==> src/sv/hdr_tm_pkg.sv <==
// Shared types, constants and gamma threshold builder for the HDR tone mapper.
`default_nettype none

package hdr_tm_pkg;

   localparam int GammaTableBitsDefault = 12;
   localparam int GammaBitsMax          = 16;
   localparam int ThreshW               = GammaBitsMax + 1;
   localparam int FracBits              = 16;
   localparam int DivSteps              = FracBits;
   localparam int GammaSteps            = 8;
   localparam int PipeDepth             = 2 + DivSteps + GammaSteps;
   localparam logic [23:0] ExposureReset = 24'h010000;
   localparam logic [7:0]  FullByte      = 8'hFF;

   typedef struct packed {
      logic signed [31:0] hdr_red;
      logic signed [31:0] hdr_green;
      logic signed [31:0] hdr_blue;
      logic               texel_valid;
   } req_type;

   typedef struct packed {
      logic [7:0] out_red;
      logic [7:0] out_green;
      logic [7:0] out_blue;
      logic [7:0] out_alpha;
      logic [7:0] mask_byte;
   } rsp_type;

   // One step of the Reinhard divider: partial remainder, divisor, quotient so far.
   typedef struct packed {
      logic [31:0] rem;
      logic [31:0] dvs;
      logic [15:0] quo;
   } div_stage_type;

   typedef logic [255:0][ThreshW-1:0] thresh_table_type;
   typedef logic [191:0] big_type;

   function automatic big_type pow_big(big_type base, int unsigned n);
      big_type r;
      r = big_type'(1);
      for (int unsigned i = 0; i < n; i++) begin
         r = r * base;
      end
      return r;
   endfunction

   // Entry b is the smallest index t with b^11 * 2^(5*bits) <= t^5 * 255^11.
   // Byte for an index is the largest b whose entry does not exceed it.
   function automatic thresh_table_type gamma_thresholds(int unsigned bits);
      thresh_table_type tbl;
      big_type          k255;
      big_type          lhs;
      big_type          rhs;
      logic [17:0]      lo;
      logic [17:0]      hi;
      logic [17:0]      mid;
      tbl  = '0;
      k255 = pow_big(big_type'(255), 11);
      for (int b = 1; b < 256; b++) begin
         lhs = pow_big(big_type'(b), 11) << (5 * bits);
         lo  = '0;
         hi  = 18'(1) << bits;
         for (int it = 0; it < 18; it++) begin
            if (lo < hi) begin
               mid = (lo + hi) >> 1;
               rhs = pow_big(big_type'(mid), 5) * k255;
               if (rhs >= lhs) begin
                  hi = mid;
               end else begin
                  lo = mid + 18'd1;
               end
            end
         end
         tbl[b] = lo[ThreshW-1:0];
      end
      return tbl;
   endfunction

   localparam thresh_table_type GammaThreshDefault = gamma_thresholds(GammaTableBitsDefault);

endpackage

`default_nettype wire

==> src/sv/hdr_tm_div_cell.sv <==
// One restoring-division cell: produces one quotient bit of p*2^16/(2^16+p).
`default_nettype none

module hdr_tm_div_cell
   import hdr_tm_pkg::*;
(
   input  wire logic          clock,
   input  wire logic          adv,
   input  wire div_stage_type stage_in,
   output div_stage_type      stage_out
);

   div_stage_type stage_ff;
   logic [32:0]   shifted;
   logic [33:0]   diff;
   logic          ge;
   div_stage_type stage_next_in;

   always_comb begin
      shifted = {stage_in.rem, 1'b0};
      diff    = {1'b0, shifted} - {2'b00, stage_in.dvs};
      ge      = ~diff[33];
      stage_next_in.dvs = stage_in.dvs;
      stage_next_in.quo = {stage_in.quo[14:0], ge};
      // remainder stays below the divisor, so 32 bits hold it
      stage_next_in.rem = ge ? diff[31:0] : shifted[31:0];
   end

   always_ff @(posedge clock) begin
      if (adv) begin
         stage_ff <= stage_next_in;
      end
   end

   assign stage_out = stage_ff;

endmodule

`default_nettype wire

==> src/sv/hdr_tm_gamma_cell.sv <==
// One binary-search cell over the gamma thresholds: settles one bit of the output byte.
`default_nettype none

module hdr_tm_gamma_cell
   import hdr_tm_pkg::*;
#(
   parameter int               GAMMA_TABLE_BITS = GammaTableBitsDefault,
   parameter int               STEP             = 0,
   parameter thresh_table_type THRESH           = GammaThreshDefault
) (
   input  wire logic                        clock,
   input  wire logic                        adv,
   input  wire logic [GAMMA_TABLE_BITS-1:0] idx_in,
   input  wire logic [7:0]                  lo_in,
   output logic      [GAMMA_TABLE_BITS-1:0] idx_out,
   output logic      [7:0]                  lo_out
);

   localparam logic [7:0] StepBit = 8'(8'h80 >> STEP);

   logic [GAMMA_TABLE_BITS-1:0] idx_ff;
   logic [7:0]                  lo_ff;
   logic [7:0]                  cand;
   logic [7:0]                  lo_next_in;

   always_comb begin
      cand       = lo_in | StepBit;
      lo_next_in = (THRESH[cand] <= ThreshW'(idx_in)) ? cand : lo_in;
   end

   always_ff @(posedge clock) begin
      if (adv) begin
         idx_ff <= idx_in;
         lo_ff  <= lo_next_in;
      end
   end

   assign idx_out = idx_ff;
   assign lo_out  = lo_ff;

endmodule

`default_nettype wire

==> src/sv/hdr_tm_channel.sv <==
// One color channel: exposure multiply, saturation, divider cell chain, gamma cell chain.
`default_nettype none

module hdr_tm_channel
   import hdr_tm_pkg::*;
#(
   parameter int               GAMMA_TABLE_BITS = GammaTableBitsDefault,
   parameter thresh_table_type THRESH           = GammaThreshDefault
) (
   input  wire logic               clock,
   input  wire logic               adv,
   input  wire logic signed [31:0] hdr,
   input  wire logic        [23:0] exposure,
   output logic             [7:0]  byte_out
);

   logic [54:0]   prod_ff;
   logic [54:0]   prod_in;
   logic [30:0]   sat_p;
   div_stage_type div_head_ff;
   div_stage_type init_in;
   div_stage_type div_chain [DivSteps+1];

   logic [GAMMA_TABLE_BITS-1:0] gidx [GammaSteps+1];
   logic [7:0]                  glo  [GammaSteps+1];

   // negative radiance maps to zero
   assign prod_in = hdr[31] ? '0 : hdr[30:0] * exposure;

   always_comb begin
      sat_p        = (|prod_ff[54:47]) ? '1 : prod_ff[46:16];
      init_in.rem  = {1'b0, sat_p};
      init_in.dvs  = {1'b0, sat_p} + 32'h0001_0000;
      init_in.quo  = '0;
   end

   always_ff @(posedge clock) begin
      if (adv) begin
         prod_ff     <= prod_in;
         div_head_ff <= init_in;
      end
   end

   assign div_chain[0] = div_head_ff;

   for (genvar i = 0; i < DivSteps; i++) begin : g_div
      hdr_tm_div_cell u_cell (
         .clock     (clock),
         .adv       (adv),
         .stage_in  (div_chain[i]),
         .stage_out (div_chain[i+1])
      );
   end

   assign gidx[0] = div_chain[DivSteps].quo[FracBits-1 -: GAMMA_TABLE_BITS];
   assign glo[0]  = '0;

   for (genvar s = 0; s < GammaSteps; s++) begin : g_gamma
      hdr_tm_gamma_cell #(
         .GAMMA_TABLE_BITS (GAMMA_TABLE_BITS),
         .STEP             (s),
         .THRESH           (THRESH)
      ) u_cell (
         .clock   (clock),
         .adv     (adv),
         .idx_in  (gidx[s]),
         .lo_in   (glo[s]),
         .idx_out (gidx[s+1]),
         .lo_out  (glo[s+1])
      );
   end

   assign byte_out = glo[GammaSteps];

endmodule

`default_nettype wire

==> config.mk <==
export PLATFORM = sky130hd
export DESIGN_NAME = hdr_tm_channel
export DESIGN_NICKNAME = d
export VERILOG_FILES = /design/src/sv/hdr_tm_pkg.sv /design/src/sv/hdr_tm_div_cell.sv /design/src/sv/hdr_tm_gamma_cell.sv /design/src/sv/hdr_tm_channel.sv
export SDC_FILE = /design/constraint.sdc
export NUM_CORES = 2
export LEC_CHECK = 0
export BUFFER_PORTS_ARGS = -buffer_cell sky130_fd_sc_hd__buf_2
export CELL_PAD_IN_SITES_DETAIL_PLACEMENT = 1
export CELL_PAD_IN_SITES_GLOBAL_PLACEMENT = 1
export CORE_ASPECT_RATIO = 0.6
export CORE_MARGIN = 2
export CORE_UTILIZATION = 35
export CTS_BUF_LIST = sky130_fd_sc_hd__clkbuf_4 sky130_fd_sc_hd__clkbuf_8
export DETAILED_ROUTE_END_ITERATION = 12
export PLACE_DENSITY_LB_ADDON = 0.3
export SYNTH_ARGS = -nofsm -noshare
export SYNTH_HDL_FRONTEND = slang
export SYNTH_SLANG_ARGS = --single-unit
export TNS_END_PERCENT = 5
==> constraint.sdc <==
create_clock -name clock -period 9.3 [get_ports clock]
set_input_delay 0 -clock clock [delete_from_list [all_inputs] [get_ports clock]]
set_output_delay 0 -clock clock [all_outputs]
set_load 0.05 [all_outputs]
Yosys cells after proc, flatten, opt, wreduce, memory -nomap -nowiden

Memories as Yosys holds them, arrays and structs flattened. A register that Yosys moved wholly into a read port is not among the register bits.
Cells that the tools add are included.

Bits of input ports: 58
Memories: 7
Bits in read-only memories: 15232
Register bits after elaboration: 1362

Memory list:

| name             | depth | bits a word | rd ports | clocked after memory_dff | write ports | line                    | source |
|---|---|---|---|---|---|---|---|
| (name not given) | 128   | 17          | 1        | 0                        | 0           | hdr_tm_gamma_cell.sv:28 | `lo_next_in = (THRESH[cand] <= ThreshW'(idx_in)) ? cand : lo_in;` |
| (name not given) | 128   | 17          | 1        | 0                        | 0           | hdr_tm_gamma_cell.sv:28 |  |
| (name not given) | 128   | 17          | 1        | 0                        | 0           | hdr_tm_gamma_cell.sv:28 |  |
| (name not given) | 128   | 17          | 1        | 1                        | 0           | hdr_tm_gamma_cell.sv:28 |  |
| (name not given) | 128   | 17          | 1        | 0                        | 0           | hdr_tm_gamma_cell.sv:28 |  |
| (name not given) | 128   | 17          | 1        | 0                        | 0           | hdr_tm_gamma_cell.sv:28 |  |
| 1 more memories  | -     | -           | -        | -                        | -           | -                       |  |

$lt $le $gt $ge: 15
$mul: 1
Bitwise operators: 16
$add $sub $neg: 17
Mux-type cells: 25
Reductions and logical operators: 1

Operators with widths:

| operator                                                        | count |
|---|---|
| subtractor 33 x 32 -> 34 bit                                    | 15 |
| 2-to-1 mux 32 bit                                               | 15 |
| less-or-equal comparator 17 x 12 -> 1 bit                       | 7 |
| 2-to-1 mux 17 bit                                               | 7 |
| < comparator 8 x 9 -> 1 bit, second input constant              | 7 |
| multiplier 31 x 24 -> 55 bit                                    | 1 |
| subtractor 32 x 32 -> 33 bit                                    | 1 |
| adder 31 x 17 -> 32 bit, second input constant                  | 1 |
| 2-to-1 mux 31 bit                                               | 1 |
| NOT 1 bit                                                       | 16 |
| less-or-equal comparator 10 x 12 -> 1 bit, first input constant | 1 |
| 2-to-1 mux 8 bit                                                | 1 |
| OR reduction 8 bit                                              | 1 |
| 2-to-1 mux 7 bit                                                | 1 |

Longest topological paths before layout

Depth after elaboration: 3
Mapped depth: 27
Gate-level depth less buffers: 25

Hierarchy

Synthesis repeated with hierarchy kept, for this count alone.

Cell total of the unflattened synthesis: 12163
Area, all modules: 120369.2 µm²

By module, submodules not included:

| module                                | area an instance (µm²) | times used | cells each |
|---|---|---|---|
| hdr_tm_div_cell                       | 4440.5                 | 16         | 397 |
| hdr_tm_channel                        | 27244.9                | 1          | 2963 |
| hdr_tm_gamma_cell (g_gamma[0].u_cell) | 2921.6                 | 1          | 388 |
| hdr_tm_gamma_cell (g_gamma[7].u_cell) | 2901.5                 | 1          | 378 |
| hdr_tm_gamma_cell (g_gamma[6].u_cell) | 2778.9                 | 1          | 346 |
| hdr_tm_gamma_cell (g_gamma[2].u_cell) | 2740.1                 | 1          | 364 |
| hdr_tm_gamma_cell (g_gamma[1].u_cell) | 2735.1                 | 1          | 337 |
| hdr_tm_gamma_cell (g_gamma[3].u_cell) | 2702.6                 | 1          | 335 |
| hdr_tm_gamma_cell (g_gamma[5].u_cell) | 2662.6                 | 1          | 362 |
| hdr_tm_gamma_cell (g_gamma[4].u_cell) | 2633.8                 | 1          | 338 |

Least setup slack after synthesis

OpenSTA, ideal clock, no wires.

Kind: input port to flip-flop
Start: input exposure[0]
End: register prod_ff[52], data pin
Path buffers: 2
Slack: 2333 ps
Arrival: 6707 ps
Required time: 9040 ps
Cell stages on the path: 25
Path through: clkbuf_1 clkbuf_1 and2_1 fa_1 fa_1 inv_1 fa_1 fa_1 inv_1 fa_1 fa_1 inv_1 fa_1 inv_1 ha_1 a21o_1 a211oi_1 o21ai_0 a221oi_1 nor3b_1 a21o_1 o21ai_1 a221oi_2 o31a_1 mux2_2

Cells in the longest elaborated chain, start to end: 1

RTL lines:

| what                         | line                 | source |
|---|---|---|
| from (decl)                  | hdr_tm_channel.sv:13 | `input wire logic [23:0] exposure,` |
| multiplier 31 x 24 -> 55 bit | hdr_tm_channel.sv:28 | `assign prod_in = hdr[31] ? '0 : hdr[30:0] * exposure;` |
| to (signal assigned)         | hdr_tm_channel.sv:39 | `prod_ff <= prod_in;` |
| to (decl)                    | hdr_tm_channel.sv:17 | `logic [54:0] prod_ff;` |

Every way passes these cells.
A chain may end at the register's enable or synchronous reset.

Worst setup path in the final report

Start: input exposure[3]
End: register prod_ff[52], data pin

The elaborated chain is that of the path after synthesis.

==> metrics.md <==
| Metric | Value |
|---|---|
| WL per Instance | 19.46 um |
| Post-route ant nets | 0 |
| Root Buffer | clkbuf_8 |
| Sequential fraction of the synthesis area | 0.3736 |
| Hold-fix buffers, CTS | 2 |
| Most frequent cells in the layout | inv_1, edfxtp_1, nand2_1 |
| Final worst path period share | 0.8357 |
| Final Hold Viols | 0 |
| Gp weighted congestion | 0.8551 |
| CTS resizes | 0 |
| Vias per cell | 5.106 |
| Drt total wl | 223,900 um |
| CP max-delay cell | buf_2 |
| CTS Buffer Depth | 4 |
| RSZ-0062 raised after global routing | no |
| Mapped Cells | 8,258 |
| Effective utilization at floorplan | 0.3529 |
| Layout area overhead | 8.380% |
| Initial antenna violation count | 8 |
| DRT Pass-1 Iters | 5 |
| Syn Std Cell Area | 83,420 sq um |
| Cell family with most CP delay | adder cells |
| Hold Path Class | primary input to flop |
| Slew Viols, Final | 0 |
| Ys async rst share | 0 |
| Pre-CTS setup slack | 0.7302 ns |
| Max H-tree Level | 4 |
| Synth Warn # | 0 |
| Post-Syn Area per Cell | 10.10 sq um |
| Number of synthesized flops with an enable pin | 1,036 |
| Synth Register Bits | 1,039 |
| Num rows | 138 |
| Core region area | 236,400 sq um |
| Most common cell after layout, fill and taps aside | inv_1 |
| Largest net degree at the start of global routing | 158 |
| Mapped Nets | 9,630 |
| Share of cells above drive strength 1 | 0.06299 |
| Die H | 382.2 um |
| Critical Path Source Type | primary input |
| Crit path largest cell delay | 0.61 ns |
| Slew HR | 0.2527 |
| Setup_tns | 0 ns |
| Run status | finished clean |
| MaxCap Viol Count | 0 |
| Final HPWL DP | 174,400 um |
| DIE AREA | 242,400 sq um |
| Boundary Pins | 66 |
| Initial DRC count | 3,626 |
| Achievable Freq | 128.7 MHz |
| Crit-path max FO | 31 |
| Arrival @ worst endpoint | 8.32 ns |
| Req. time, crit path | 9.85 ns |
| Register clock-pin slew on the reported worst setup and hold paths | 0.07 ns |
| Kind of critical path | primary input to flop |
| Cell area after layout | 90,410 sq um |
| Setup crit end kind | flop |
| Clock latency on the worst-skew pair | 0.88 ns |
| Critical path buffers and inverters | 6 |
| CTS tree | built |
| I/O Buffers | 65 |
| Final setup violation count | 0 |
| Post-synth cell types | 83 |
| Tmin final | 7.772 ns |
| Die W | 634.3 um |
| Total CTS buffers | 176 |
| DR vias | 58,740 |
| Vias in the first global route | 62,770 |
| Most frequent CP cell | fa_1 |
| DRC | 0 |
| Worst Tran Pin Value | 1.121 ns |
| Commonest register cell after synthesis | edfxtp_1 |
| # clock sinks | 1,039 |
| Grt ovf | 0 |
| Clk_skew | 0.07728 ns |
| Post-route setup slack | 1.528 ns |
| Total GRT Usage | 0.1852 |
| Global-route wire length before repair | 358,500 um |
| Post-CTS setup buffer count | 0 |
| Dpl cell area | 87,000 sq um |
| Fin nets | 9,605 |
==> final timing paths <==
check	from	slack, ns	cells after the start	to
setup reg to reg	g_gamma[6].u_cell.lo_out[4]	4.21	17	g_gamma[7].u_cell.lo_out[0]
setup / recovery	exposure[3]	1.53	25	prod_ff[52]
hold reg to reg	g_div[12].u_cell.stage_out[8]	0.38	0	g_div[13].u_cell.stage_out[9]
hold / removal	adv	0.29	2	g_div[10].u_cell.stage_out[33]
==> registers in the layout (all words and copies together), names as in the netlist, named ones only <==
register                cells
g_gamma.u_cell.idx_out     84
g_gamma.u_cell.lo_out      36
div_chain                  47
prod_ff                    39
g_div.u_cell.stage_out    830
==> cell families after synthesis <==
| family | after synthesis | synth area share |
|---|---|---|
| AND/OR/NAND/NOR | 2220 | 0.1281 |
| adder cells (fa/ha/maj) | 1314 | 0.2551 |
| multiplexers | 99 | 0.01390 |
| AO/OA/AOI/OAI | 1687 | 0.1255 |
| buffers and inverters | 1598 | 0.07219 |
| flip-flops | 1039 | 0.3736 |
| XOR/XNOR | 301 | 0.03160 |
==> synth_stat cells (9+ instances only) <==
| cell type | number | share of area |
|---|---|---|
| or3_1 | 35 | 0.0026 |
| o21bai_1 | 44 | 0.0040 |
| a221oi_1 | 15 | 0.0016 |
| nand2_1 | 838 | 0.038 |
| nand3b_1 | 11 | 0.00099 |
| a2111oi_0 | 10 | 0.0010 |
| o211ai_1 | 30 | 0.0027 |
| a21oi_1 | 491 | 0.029 |
| and2_1 | 389 | 0.029 |
| nand3_1 | 103 | 0.0062 |
| mux2_2 | 75 | 0.010 |
| o31ai_1 | 50 | 0.0045 |
| inv_1 | 1280 | 0.058 |
| xor2_1 | 125 | 0.013 |
| edfxtp_1 | 1036 | 0.37 |
| fa_1 | 645 | 0.15 |
| and3_1 | 49 | 0.0037 |
| clkbuf_1 | 281 | 0.013 |
| xnor2_1 | 176 | 0.018 |
| a21o_1 | 193 | 0.017 |
| buf_1 | 17 | 0.00076 |
| nand4_1 | 56 | 0.0042 |
| mux2i_1 | 18 | 0.0022 |
| nor3b_1 | 12 | 0.0011 |
| a31o_2 | 9 | 0.00094 |
| nand2b_1 | 71 | 0.0053 |
| or2_2 | 49 | 0.0037 |
| a21boi_0 | 19 | 0.0017 |
| o2111ai_1 | 14 | 0.0015 |
| nor2_1 | 389 | 0.018 |
| o21ai_0 | 456 | 0.027 |
| nor3_1 | 90 | 0.0054 |
| a31oi_1 | 53 | 0.0040 |
| a211oi_1 | 53 | 0.0048 |
| o31a_1 | 23 | 0.0024 |
| o22ai_1 | 16 | 0.0012 |
| o41ai_1 | 10 | 0.0010 |
| buf_2 | 16 | 0.00096 |
| ha_1 | 669 | 0.10 |
| a311oi_1 | 13 | 0.0014 |
| o21a_1 | 105 | 0.0094 |
| nor2b_1 | 82 | 0.0061 |
| a211o_1 | 12 | 0.0013 |
| nor4_1 | 14 | 0.0010 |
==> layout make-up <==
cell class	count	area (sq um)
fillers	26550	146000
multi-input cells	5621	46350
flip-flops and latches	1039	31170
inverters	1283	4816
well taps	3150	3941
clock buffers	223	2838
repair buffers	112	743.2
clock inverters	73	553.0
diodes	2	5.005
==> per-layer routing <==
metal  GRT usage  up-vias  part of all wire
met5    0.002381        -           0.00035
met4     0.03584        2             0.019
met3     0.04058      284             0.061
met2      0.2669     1206              0.40
met1      0.2827    29330              0.52
li1            -    27920                 -
==> through the flow <==
stage / util / hold slack [ns] / instances
floorplan: - / 0.1125 / 8258
global placement: 0.3680 / 0.4004 / 11200
detailed placement: 0.3680 / 0.4056 / 11200
CTS: 0.3825 / 0.2257 / 11500
global route: 0.3825 / 0.2844 / 11500
finish: 0.3825 / 0.2884 / 11500
Power is not shown: default switching activity piles up to over one toggle a cycle in this logic, so the estimate is an artifact.
